--- config.mk ---
export PLATFORM = sky130hd
export DESIGN_NAME = periodic_task_tick_scheduler
export DESIGN_NICKNAME = d
export VERILOG_FILES = /design/src/rtl/core/ptts_pkg.sv /design/src/rtl/core/periodic_task_tick_scheduler.sv /design/src/rtl/core/ptts_ram.sv /design/src/rtl/core/ptts_alu.sv
export SDC_FILE = /design/constraint.sdc
export NUM_CORES = 1
export LEC_CHECK = 0
export BUFFER_PORTS_ARGS = -buffer_cell sky130_fd_sc_hd__buf_4
export CORE_ASPECT_RATIO = 1.4
export CORE_MARGIN = 2
export CORE_UTILIZATION = 65
export DETAILED_ROUTE_END_ITERATION = 10
export PLACE_DENSITY = 0.82
export SETUP_SLACK_MARGIN = 0.1
export SYNTH_ARGS = -nofsm -noshare
export SYNTH_HDL_FRONTEND = slang
export SYNTH_SLANG_ARGS = --single-unit
--- constraint.sdc ---
create_clock -name clk_i -period 15.53 [get_ports clk_i]
set_input_delay 0.7765 -clock clk_i [delete_from_list [all_inputs] [get_ports clk_i]]
set_output_delay 0.7765 -clock clk_i [all_outputs]
set_load 0.005 [all_outputs]
--- src/rtl/core/ptts_pkg.sv ---
// Shared types, codes and default sizes for the periodic task tick scheduler.
`default_nettype none

package ptts_pkg;

  // Default sizes for the top-level parameters.
  localparam int DefMaxTasks = 8;
  localparam int DefTimeBits = 16;

  // Fixed port widths.
  localparam int SlotW     = 3;
  localparam int OutcomeW  = 3;
  localparam int IndexW    = 3;
  localparam int PolicyW   = 2;
  localparam int CountW    = 4;
  localparam int CfgDataW  = 4;
  localparam int CfgIndexW = 1;

  // Command codes.
  localparam logic CMD_LOAD = 1'b0;
  localparam logic CMD_TICK = 1'b1;

  // Outcome codes.
  localparam logic [OutcomeW-1:0] OUT_LOADED = 3'd0;
  localparam logic [OutcomeW-1:0] OUT_RAN    = 3'd1;
  localparam logic [OutcomeW-1:0] OUT_IDLE   = 3'd2;
  localparam logic [OutcomeW-1:0] OUT_ERROR  = 3'd3;
  localparam logic [OutcomeW-1:0] OUT_REJECT = 3'd4;

  // Configuration register indexes.
  localparam logic [CfgIndexW-1:0] REG_POLICY = 1'b0;
  localparam logic [CfgIndexW-1:0] REG_COUNT  = 1'b1;

  // Scheduling policy codes; the unused code behaves as rate monotonic.
  localparam logic [PolicyW-1:0] POL_RM  = 2'd0;
  localparam logic [PolicyW-1:0] POL_EDF = 2'd1;
  localparam logic [PolicyW-1:0] POL_LLF = 2'd2;

  // Sequencer states.
  typedef enum logic [1:0] {
    ST_IDLE,
    ST_SCAN,
    ST_UPDATE
  } ptts_state_e;

  // Per-entry decisions from the shared unit.
  typedef struct packed {
    logic overrun;  // remaining compute exceeds remaining deadline
    logic take;     // entry becomes the new best candidate
  } ptts_flags_t;

endpackage

`default_nettype wire

--- src/rtl/core/periodic_task_tick_scheduler.sv ---
// Top level of the periodic task tick scheduler: sequencer, task table and shared unit.
//
// Usage: a transaction is taken at a rising clock edge with start high and busy low.
// command_i selects a load (task_slot_i, compute_budget_i, period_length_i) or one tick.
// Every transaction gives exactly one result on outcome_o and task_index_o, shown for
// one cycle with result_valid_o high; the receiver cannot stall and must take it then.
// A load, a rejected load, and a tick after a latched schedule error answer in the
// cycle after acceptance, with busy staying low, so the next transaction may follow.
// A tick makes two passes over the active entries through the single read port of the
// task RAM, one entry per cycle: a check-and-select pass, then an update pass that
// writes each entry back. A tick that finds a deadline miss answers after the check pass,
// without an update pass, and a tick with no active entry answers with the idle outcome.
// Busy falls in the cycle that shows the result, so the next transaction can be taken
// at the edge that ends it.
// Configuration (policy, task count) is written through cfg_we_i / cfg_index_i /
// cfg_data_i while the block is idle. Reset clears the configuration, the error flag
// and one valid bit per table entry; an entry not yet written reads as all zero, so
// no clearing pass is needed and the block is ready right after reset.
`default_nettype none

module periodic_task_tick_scheduler
  import ptts_pkg::*;
#(
  parameter int MaxTasks = DefMaxTasks,
  parameter int TimeBits = DefTimeBits
) (
  input  wire logic                 clk_i,
  input  wire logic                 rst_ni,
  input  wire logic                 start,
  output logic                      busy,
  input  wire logic                 command_i,
  input  wire logic [SlotW-1:0]     task_slot_i,
  input  wire logic [15:0]          compute_budget_i,
  input  wire logic [15:0]          period_length_i,
  output logic                      result_valid_o,
  output logic      [OutcomeW-1:0]  outcome_o,
  output logic      [IndexW-1:0]    task_index_o,
  input  wire logic                 cfg_we_i,
  input  wire logic [CfgIndexW-1:0] cfg_index_i,
  input  wire logic [CfgDataW-1:0]  cfg_data_i
);

  localparam int IdxW   = (MaxTasks > 1) ? $clog2(MaxTasks) : 1;
  localparam int CntW   = $clog2(MaxTasks + 1);
  localparam int EntryW = 4 * TimeBits;

  // Configuration registers.
  logic [PolicyW-1:0] policy_q;
  logic [CountW-1:0]  count_q;
  logic [CntW-1:0]    act_n;

  always_ff @(posedge clk_i or negedge rst_ni) begin
    if (!rst_ni) begin
      policy_q <= POL_RM;
      count_q  <= '0;
    end else if (cfg_we_i) begin
      unique case (cfg_index_i)
        REG_POLICY: policy_q <= cfg_data_i[PolicyW-1:0];
        REG_COUNT:  count_q  <= cfg_data_i[CountW-1:0];
        default:    policy_q <= policy_q;
      endcase
    end
  end

  // Number of entries that take part in a tick.
  always_comb begin
    if (int'(count_q) > MaxTasks) begin
      act_n = CntW'(MaxTasks);
    end else begin
      act_n = CntW'(count_q);
    end
  end

  // Sequencer and scan registers.
  ptts_state_e         state_q, state_d;
  logic [CntW-1:0]     cnt_q, cnt_d;
  logic                pend_q, pend_d;
  logic [IdxW-1:0]     pend_idx_q, pend_idx_d;
  logic                errf_q, errf_d;
  logic [IdxW-1:0]     err_idx_q, err_idx_d;
  logic                found_q, found_d;
  logic [IdxW-1:0]     pick_q, pick_d;
  logic [TimeBits-1:0] best_q, best_d;
  logic                err_seen_q, err_seen_d;
  logic [IdxW-1:0]     err_task_q, err_task_d;
  logic                res_vld_q, res_vld_d;
  logic [OutcomeW-1:0] res_out_q, res_out_d;
  logic [IndexW-1:0]   res_idx_q, res_idx_d;

  // Task table: RAM plus one valid bit per entry.
  logic                ram_we;
  logic [IdxW-1:0]     ram_waddr;
  logic [EntryW-1:0]   ram_wdata;
  logic [IdxW-1:0]     ram_raddr;
  logic [EntryW-1:0]   ram_rdata;
  logic [MaxTasks-1:0] valid_q;
  logic                rd_valid_q;
  logic [EntryW-1:0]   entry;

  ptts_ram #(
    .Width (EntryW),
    .Depth (MaxTasks)
  ) u_table (
    .clk_i   (clk_i),
    .we_i    (ram_we),
    .waddr_i (ram_waddr),
    .wdata_i (ram_wdata),
    .raddr_i (ram_raddr),
    .rdata_o (ram_rdata)
  );

  always_ff @(posedge clk_i or negedge rst_ni) begin
    if (!rst_ni) begin
      valid_q    <= '0;
      rd_valid_q <= 1'b0;
    end else begin
      rd_valid_q <= valid_q[ram_raddr];
      if (ram_we) begin
        valid_q[ram_waddr] <= 1'b1;
      end
    end
  end

  // An entry never written reads as all zero.
  assign entry = rd_valid_q ? ram_rdata : '0;

  // Shared unit on the entry just read.
  ptts_flags_t         flags;
  logic [TimeBits-1:0] key;
  logic [TimeBits-1:0] new_compute;
  logic [TimeBits-1:0] new_deadline;
  logic                dec_compute;

  assign dec_compute = found_q && (pend_idx_q == pick_q);

  ptts_alu #(
    .TimeBits (TimeBits)
  ) u_alu (
    .policy_i         (policy_q),
    .static_compute_i (entry[4*TimeBits-1:3*TimeBits]),
    .static_period_i  (entry[3*TimeBits-1:2*TimeBits]),
    .rem_compute_i    (entry[2*TimeBits-1:TimeBits]),
    .rem_deadline_i   (entry[TimeBits-1:0]),
    .have_best_i      (found_q),
    .best_key_i       (best_q),
    .dec_compute_i    (dec_compute),
    .flags_o          (flags),
    .key_o            (key),
    .new_compute_o    (new_compute),
    .new_deadline_o   (new_deadline)
  );

  // Load operands cut to the time width.
  logic [TimeBits-1:0] ld_compute;
  logic [TimeBits-1:0] ld_period;
  logic                ld_reject;

  assign ld_compute = TimeBits'(compute_budget_i);
  assign ld_period  = TimeBits'(period_length_i);
  assign ld_reject  = (ld_period == '0) || (int'(task_slot_i) >= MaxTasks);

  assign busy = (state_q != ST_IDLE);

  // State and datapath registers.
  always_ff @(posedge clk_i or negedge rst_ni) begin
    if (!rst_ni) begin
      state_q    <= ST_IDLE;
      cnt_q      <= '0;
      pend_q     <= 1'b0;
      errf_q     <= 1'b0;
      found_q    <= 1'b0;
      err_seen_q <= 1'b0;
      err_task_q <= '0;
      res_vld_q  <= 1'b0;
    end else begin
      state_q    <= state_d;
      cnt_q      <= cnt_d;
      pend_q     <= pend_d;
      errf_q     <= errf_d;
      found_q    <= found_d;
      err_seen_q <= err_seen_d;
      err_task_q <= err_task_d;
      res_vld_q  <= res_vld_d;
    end
  end

  always_ff @(posedge clk_i) begin
    pend_idx_q <= pend_idx_d;
    err_idx_q  <= err_idx_d;
    pick_q     <= pick_d;
    best_q     <= best_d;
    res_out_q  <= res_out_d;
    res_idx_q  <= res_idx_d;
  end

  // Next state, table access and result.
  always_comb begin
    state_d    = state_q;
    cnt_d      = cnt_q;
    pend_d     = 1'b0;
    pend_idx_d = pend_idx_q;
    errf_d     = errf_q;
    err_idx_d  = err_idx_q;
    found_d    = found_q;
    pick_d     = pick_q;
    best_d     = best_q;
    err_seen_d = err_seen_q;
    err_task_d = err_task_q;
    res_vld_d  = 1'b0;
    res_out_d  = res_out_q;
    res_idx_d  = res_idx_q;
    ram_we     = 1'b0;
    ram_waddr  = pend_idx_q;
    ram_wdata  = {entry[4*TimeBits-1:2*TimeBits], new_compute, new_deadline};
    ram_raddr  = cnt_q[IdxW-1:0];

    unique case (state_q)
      ST_IDLE: begin
        if (start) begin
          if (command_i == CMD_LOAD) begin
            res_vld_d = 1'b1;
            res_idx_d = task_slot_i;
            if (ld_reject) begin
              res_out_d = OUT_REJECT;
            end else begin
              res_out_d = OUT_LOADED;
              ram_we    = 1'b1;
              ram_waddr = IdxW'(task_slot_i);
              ram_wdata = {ld_compute, ld_period, ld_compute, ld_period};
            end
          end else if (err_seen_q) begin
            res_vld_d = 1'b1;
            res_out_d = OUT_ERROR;
            res_idx_d = IndexW'(err_task_q);
          end else begin
            cnt_d   = '0;
            errf_d  = 1'b0;
            found_d = 1'b0;
            state_d = ST_SCAN;
          end
        end
      end

      ST_SCAN: begin
        // Issue one read per cycle.
        if (cnt_q < act_n) begin
          cnt_d      = cnt_q + CntW'(1);
          pend_d     = 1'b1;
          pend_idx_d = cnt_q[IdxW-1:0];
        end
        if (pend_q) begin
          // First overrun is latched; the best candidate is tracked alongside.
          if (!errf_q && flags.overrun) begin
            errf_d    = 1'b1;
            err_idx_d = pend_idx_q;
          end
          if (flags.take) begin
            found_d = 1'b1;
            pick_d  = pend_idx_q;
            best_d  = key;
          end
        end else if (cnt_q >= act_n) begin
          if (errf_q) begin
            err_seen_d = 1'b1;
            err_task_d = err_idx_q;
            res_vld_d  = 1'b1;
            res_out_d  = OUT_ERROR;
            res_idx_d  = IndexW'(err_idx_q);
            state_d    = ST_IDLE;
          end else begin
            cnt_d   = '0;
            state_d = ST_UPDATE;
          end
        end
      end

      ST_UPDATE: begin
        if (cnt_q < act_n) begin
          cnt_d      = cnt_q + CntW'(1);
          pend_d     = 1'b1;
          pend_idx_d = cnt_q[IdxW-1:0];
        end
        if (pend_q) begin
          // Write the updated entry back.
          ram_we = 1'b1;
        end else if (cnt_q >= act_n) begin
          res_vld_d = 1'b1;
          if (found_q) begin
            res_out_d = OUT_RAN;
            res_idx_d = IndexW'(pick_q);
          end else begin
            res_out_d = OUT_IDLE;
            res_idx_d = '0;
          end
          state_d = ST_IDLE;
        end
      end

      default: begin
        state_d = ST_IDLE;
      end
    endcase
  end

  assign result_valid_o = res_vld_q;
  assign outcome_o      = res_out_q;
  assign task_index_o   = res_idx_q;

endmodule

`default_nettype wire

--- src/rtl/core/ptts_ram.sv ---
// Generic single-write, single-read RAM with a registered read port.
`default_nettype none

module ptts_ram #(
  parameter int Width = 64,
  parameter int Depth = 8,
  localparam int AddrW = (Depth > 1) ? $clog2(Depth) : 1
) (
  input  wire logic             clk_i,
  input  wire logic             we_i,
  input  wire logic [AddrW-1:0] waddr_i,
  input  wire logic [Width-1:0] wdata_i,
  input  wire logic [AddrW-1:0] raddr_i,
  output logic      [Width-1:0] rdata_o
);

  logic [Width-1:0] mem_q [Depth];

  // Write port.
  always_ff @(posedge clk_i) begin
    if (we_i) begin
      mem_q[waddr_i] <= wdata_i;
    end
  end

  // Registered read port.
  always_ff @(posedge clk_i) begin
    rdata_o <= mem_q[raddr_i];
  end

endmodule

`default_nettype wire

--- src/rtl/core/ptts_alu.sv ---
// Shared per-entry unit: deadline check, ordering key compare and tick update.
`default_nettype none

module ptts_alu
  import ptts_pkg::*;
#(
  parameter int TimeBits = DefTimeBits
) (
  input  wire logic [PolicyW-1:0]  policy_i,
  input  wire logic [TimeBits-1:0] static_compute_i,
  input  wire logic [TimeBits-1:0] static_period_i,
  input  wire logic [TimeBits-1:0] rem_compute_i,
  input  wire logic [TimeBits-1:0] rem_deadline_i,
  input  wire logic                have_best_i,
  input  wire logic [TimeBits-1:0] best_key_i,
  input  wire logic                dec_compute_i,
  output ptts_flags_t              flags_o,
  output logic      [TimeBits-1:0] key_o,
  output logic      [TimeBits-1:0] new_compute_o,
  output logic      [TimeBits-1:0] new_deadline_o
);

  logic [TimeBits-1:0] comp_dec;
  logic [TimeBits-1:0] dl_dec;

  // Ordering key for the selected policy.
  always_comb begin
    unique case (policy_i)
      POL_EDF: key_o = rem_deadline_i;
      POL_LLF: key_o = rem_deadline_i - rem_compute_i;
      default: key_o = static_period_i;
    endcase
  end

  // Deadline check and candidate choice; ties go to the later entry.
  always_comb begin
    flags_o.overrun = rem_compute_i > rem_deadline_i;
    flags_o.take    = (rem_compute_i != '0) && (!have_best_i || (key_o <= best_key_i));
  end

  // Tick update: run the picked task, count the deadline down, reload on expiry.
  always_comb begin
    comp_dec = rem_compute_i - TimeBits'(dec_compute_i);
    dl_dec   = (rem_deadline_i != '0) ? (rem_deadline_i - TimeBits'(1)) : '0;
    if ((dl_dec == '0) && (comp_dec == '0)) begin
      new_compute_o  = static_compute_i;
      new_deadline_o = static_period_i;
    end else begin
      new_compute_o  = comp_dec;
      new_deadline_o = dl_dec;
    end
  end

endmodule

`default_nettype wire
==> out/qor.yml, run 1 <==
hold_violations: 0
cts_made_buffers: 56
port_buffers: 52
fin_crit_sh: 0.4393
hp-class: "input pin to async pin"
hpwl_um: 38320
worstPathMaxFanout: 72
ant_nets: 0
rows: 88
power_uw: 5861
globalRouteOverflowTotal: 0
tightest_slew_ns: 1.192
nFillCells: 2438
fin_nets: 1825
syn_avg_cell_area_um2: 15.98
slowest_delay_ns: 0.77
drcViolationCount: 0
clockBufferDepth: 3
via_count: 15960
dp_slack_ns: 8.819
ys_warn_count: 0
synthCells: 1698
drt_iter0_markers: 2221
hold_ws_ns: 0.1007
clockRootBuffer: "clkbuf_16"
final_util: 0.7280
cp.depth: 21
slew-limit-headroom: 0.2032
insertion_delay_ns: 0.60
gp_congestion: 0.9700
status: "finished clean"
setup_viol: 0
wl_per_cell_um: 27.76
ys_async_sr_fraction: 0.04560
crit_required_ns: 15.84
ir_worst_vdd_uv: 131.2
yosysUniqueCellTypes: 75
r2r_end: "best_q[10]"
dieHeight_um: 245.8
synth_edf_count: 543
drt-total-wl_um: 64580
timing.rr.start: "rd_valid_q"
r2r_cells: 21
power_density_mw_per_mm2: 195.5
ys_seq_elements: 636
cts_max_level: 2
period_minus_slack_ns: 6.823
initial_core_util: 0.6589
startpoint_type: "register"
grt_usage: 0.3031
timing.fmax_mhz: 146.6
cts_setup_buffers: 0
rsz0062_at_grt: "false"
syn_nets: 1789
p_leak_uw: 0.01001
grt_pass1_wl_um: 97040
dr.pass1.iters: 8
path_class: "register to register"
area_growth_pct: 10.49
cts_tree: "built"
crit_buf_inv: 3
cts.clk_slew.worst_paths_ns: 0.07
drive_gt1_frac: 0.2323
synthFlopType: "edfxtp_1"
boundaryPins: 53
clock-sinks: 636
cpMaxStageDelayCell: "dfrtp_2"
maxCapViolations: 0
die_area_mm2: 0.04342
antenna_found_initial: 2
yosysSeqAreaShare: 0.6749
setup_ws_ns: 8.707
postCtsHoldBufs: 0
crit_arrival_ns: 7.13
critPathTopFamily: "compound AO/OA/AOI/OAI gates"
cp_cell_sequence: "buf_4 -> and2_1 -> ha_1 -> inv_1 -> fa_1 -> a211oi_1 -> a211oi_1 -> a221oi_1 -> o21bai_1 -> xor2_1 -> a221oi_1 -> a21oi_1 -> ha_1 -> a21o_1 -> a21o_1 -> a21o_1 -> a21o_1 -> a2111oi_0 -> o21ai_0 -> nor3_2 -> buf_4"
synth_area_mm2: 0.02713
grt_max_degree: 81
postCtsResizedCells: 0
crit_top_cell: "a21o_1"
viasPerCell: 6.862
regToRegSetupSlack_ns: 8.71
yosys-top-cells-area: "edfxtp_1, mux4_2, dfxtp_1"
fin_skew_ns: 0.02388
dieWidth_um: 176.7
endpoint_kind: "register"
yosysTopAreaCellShare: 0.6009
first_global_vias: 16220
fin_setup_tns_ns: 0
coreArea_mm2: 0.04118
maxSlewViolCount: 0
yosys.area.top_type: "edfxtp_1"
==> logic make-up after synthesis <==
kind of cell	after synthesis	share of synthesized area
fa+ha+maj	46	0.02149
xor+xnor	23	0.007424
flops	636	0.6749
mux	213	0.1420
buf+inv	147	0.02241
compound gates	226	0.05349
simple gates	407	0.07830
==> worst max-delay path by stage <==
stage / from / endpoint / slack, ns
global route: rd_valid_q / best_q[12] / 8.31
global placement: rd_valid_q / best_q[13] / 9.03
CTS: rd_valid_q / best_q[10] / 8.81
detailed placement: rd_valid_q / best_q[15] / 8.82
floorplan: rd_valid_q / best_q[0] / 8.71
finish: rd_valid_q / best_q[10] / 8.71
==> final cells by class <==
type / instances / area (µm²) / share of cell area
antenna: 4 / 10.01 / 0.0003339
clock inverter: 32 / 320.3 / 0.01068
clock buffer: 74 / 1592 / 0.05309
inverter: 47 / 176.4 / 0.005885
multi-input combinational: 915 / 8295 / 0.2767
tap: 540 / 675.6 / 0.02254
sequential: 636 / 18330 / 0.6112
timing repair buffer: 78 / 585.6 / 0.01953
==> power by group <==
| group | internal, µW | switching (µW) | leakage (µW) |
|---|---|---|---|
| registers | 2360 | 225 | 0.00582 |
| logic | 744 | 1110 | 0.00326 |
| clock network | 808 | 613 | 0.000930 |
| total | 3910 | 1950 | 0.0100 |
==> cells in the final DEF (no fill, tap or decap), types with 11 or more instances in the layout <==
master,count
xnor2_1,12
nor2_1,83
xor2_1,11
dfrtp_1,25
o21ai_0,50
a21oi_1,56
nand4_1,13
buf_4,78
nand2_1,121
and2_1,20
edfxtp_1,543
nor3_1,22
mux4_2,130
nand4b_1,28
inv_1,47
ha_1,45
nor2b_1,19
dfxtp_1,64
clkbuf_16,58
mux2_2,76
nand3_1,26
nor4_1,14
a31oi_1,27
==> through the flow <==
step / instances / area [µm²]
3_5_place_dp: 2216 / 28060
5_1_grt: 2322 / 29970
6_report: 2326 / 29980
3_3_place_gp: 2216 / 28060
4_1_cts: 2322 / 29970
2_1_floorplan: 1698 / 27130
==> registers in the layout, indices dropped and copies added (netlist names), 2 cells and up <==
signal	count
valid_q	8
err_idx_q	3
policy_q	2
pick_q	3
task_index_o	3
state_q	2
cnt_q	4
count_q	4
u_table.rdata_o	64
outcome_o	3
err_task_q	3
u_table.mem_q	512
best_q	16
pend_idx_q	3
==> synthesized netlist by cell type (all sizes together), types with 4 or more instances <==
library cell  number
a211oi             7
a21o               8
a21oi             58
a22oi              7
a311oi             5
a31oi             27
a32oi              5
a41oi              4
and2              20
and3               4
and4b              4
buf               26
clkbuf            74
dfrtp             29
dfxtp             64
edfxtp           543
ha                45
inv               47
mux2              76
mux2i              7
mux4             130
nand2            121
nand2b             6
nand3             27
nand4             13
nand4b            28
nor2              89
nor2b             19
nor3              24
nor4              17
o211ai             6
o21a               6
o21ai             53
o21bai             4
o22ai              7
or2               10
or3                6
or4                7
xnor2             12
xor2              11
==> layer usage <==
layer	GRT usage	part of all wire	routed length, µm	up-vias
met1	0.3953	0.35	22820	7910
met4	0.1354	0.047	3034	0
li1	-	-	-	6742
met3	0.04901	0.096	6169	219
met5	0	0	0	-
met2	0.5069	0.50	32560	1089
No activity file was read; power rests on OpenSTA's default activity.
==> run 2: changes to the inputs <==
- CORE_UTILIZATION: 65 -> 57
- PLACE_DENSITY: 0.82 -> 0.76
- clock period: 15.53 -> 5.6 ns (I/O delays scaled with it)
==> out/qor.yml, run 2 (same netlist as run 1, synthesis figures left out) <==
path_class: "register to register"
hold_violations: 0
ant_nets: 0
area_growth_pct: 11.52
antenna_found_initial: 2
p_sw_frac: 0.3292
timing.fmax_mhz: 190.5
grt_usage: 0.2563
hpwl_um: 38730
status: "finished clean"
nFillCells: 3257
power_frac_comb: 0.331
multiInputGateArea_mm2: 0.008308
ir_worst_vdd_uv: 464.4
cts_tree: "built"
drt-total-wl_um: 62480
setup_viol: 0
crit_arrival_ns: 5.54
drt_iter0_markers: 1374
die_area_mm2: 0.04939
port_buffers: 52
clkPwrFrac: 0.237
dieWidth_um: 188.4
grt_max_degree: 79
startpoint: "pend_idx_q[2]"
largest_reg_flops: 512
worstPathMaxFanout: 17
cts_setup_buffers: 0
rsz0062_at_grt: "false"
wl_per_cell_um: 25.80
hp-class: "input pin to register"
share_seq_of_total_power: 0.432
maxSlewViolCount: 0
layout_common_cells: "edfxtp_1, mux4_2, nand2_1"
antenna_cells: 0
initial_core_util: 0.5768
dr.pass1.iters: 7
crit_required_ns: 5.89
globalRouteOverflowTotal: 0
p_switching_uw: 5332
via_count: 15550
hold_path_startpoint: "cfg_index_i"
power_uw: 16200
fin_crit_sh: 0.9374
regToRegSetupSlack_ns: 0.35
grt_pass1_wl_um: 94520
final_common_cell: "edfxtp_1"
boundaryPins: 53
drive_gt1_frac: 0.2308
drcViolationCount: 0
tightest_slew_ns: 1.062
cts_max_level: 2
clock-sinks: 636
dieHeight_um: 262.2
cts_made_buffers: 56
slew-limit-headroom: 0.2919
timing.rr.start: "pend_idx_q[2]"
clockRootBuffer: "clkbuf_16"
rows: 94
endpoint_kind: "register"
period_minus_slack_ns: 5.250
p_leak_uw: 0.01009
p_int_uw: 10870
cts.clk_slew.worst_paths_ns: 0.07
first_global_vias: 15730
largestRegisters: "u_table.mem_q: 512 flops, u_table.rdata_o: 64 flops, best_q: 16 flops"
coreArea_mm2: 0.04705
seqCellArea_mm2: 0.01833
gp_congestion: 0.9347
fin_skew_ns: 0.008838
fin_nets: 1845
fin_setup_tns_ns: 0
regMostFlops: "u_table.mem_q"
viasPerCell: 6.421
startpoint_type: "register"
insertion_delay_ns: 0.59
maxCapViolations: 0
power_density_mw_per_mm2: 535.3
clockBufferDepth: 3
-- run 2: cell types whose count changed in the layout (fill, tap and decap cells not counted), moves of 3 or more --
cell / before / now
buf_12: 0 / 7
clkbuf_8: 8 / 5
clkinvlp_4: 5 / 0
diode_2: 4 / 0
clkbuf_1: 8 / 13
buf_4: 78 / 84
clkinv_2: 10 / 7
clkinv_1: 6 / 11
dlygate4sd3_1: 0 / 6
-- run 2: final cells by class --
class | count | area share
Sequential cell | 636 | 0.6056
Multi-Input combinational cell | 915 | 0.2745
Clock buffer | 75 | 0.05102
Timing Repair Buffer | 98 | 0.02783
Tap cell | 624 | 0.02580
Clock inverter | 27 | 0.009344
Inverter | 47 | 0.005830
-- run 2: critical path: stages, from the launching register on --
cell and delay [ns]:
edfxtp_1 0.48, xor2_1 0.19, nor4_1 0.70, ha_1 0.30, ha_1 0.21, buf_4 0.18
or3b_2 0.44, a311oi_1 0.46, nand2_1 0.11, nor4_1 0.22, and4b_1 0.54, buf_4 0.36
nand4b_1 0.15, a31oi_1 0.59
-- run 2: worst paths after layout --
path / cells past startpoint / endpoint
max: 13 / u_table.mem_q[3][2]
max in group asynchronous: 2 / rd_valid_q
min: 4 / policy_q[0]
min reg2reg: 1 / valid_q[0]
min in group asynchronous: 2 / err_task_q[2]
max reg2reg: 13 / u_table.mem_q[3][2]
-- run 2: layer usage --
layer / share of wire / vias up / GRT usage
li1: - / 6783 / -
met1: 0.39 / 7903 / 0.3288
met2: 0.51 / 709 / 0.4494
met3: 0.067 / 152 / 0.03552
met4: 0.036 / 4 / 0.09722
met5: 0.00038 / - / 0
-- run 2: power groups by stage --
stage          Clock [µW]  Combinational (µW)  Sequential (µW)
2_1_floorplan           0                3900             6830
3_3_place_gp            0                5160             7050
3_5_place_dp            0                5290             7080
4_1_cts              3890                5330             6990
5_1_grt              4060                5810             7050
6_report             3840                5350             7000
-- run 2: timing repair --
| item | in CTS | in global routing |
|---|---|---|
| endpoints found under the hold margin | 36 | 0 |
| hold buffers | 6 | 0 |
| gates resized for setup | 0 | 1 |
| endpoints found under the setup margin | 0 | 16 |
-- run 2: metrics by stage --
stage | instances | setup WS [ns] | cell area [µm²] | utilization | hold slack, ns
floorplan | 1698 | 0.1093 | 27160 | - | -0.01559
global placement | 2314 | 0.5244 | 28370 | 0.6031 | 0.2470
detailed placement | 2314 | 0.4148 | 28370 | 0.6031 | 0.2529
CTS | 2422 | 0.3860 | 30260 | 0.6432 | 0.02122
global route | 2422 | 0.1445 | 30260 | 0.6432 | 0.07513
finish | 2422 | 0.3503 | 30260 | 0.6432 | 0.05183
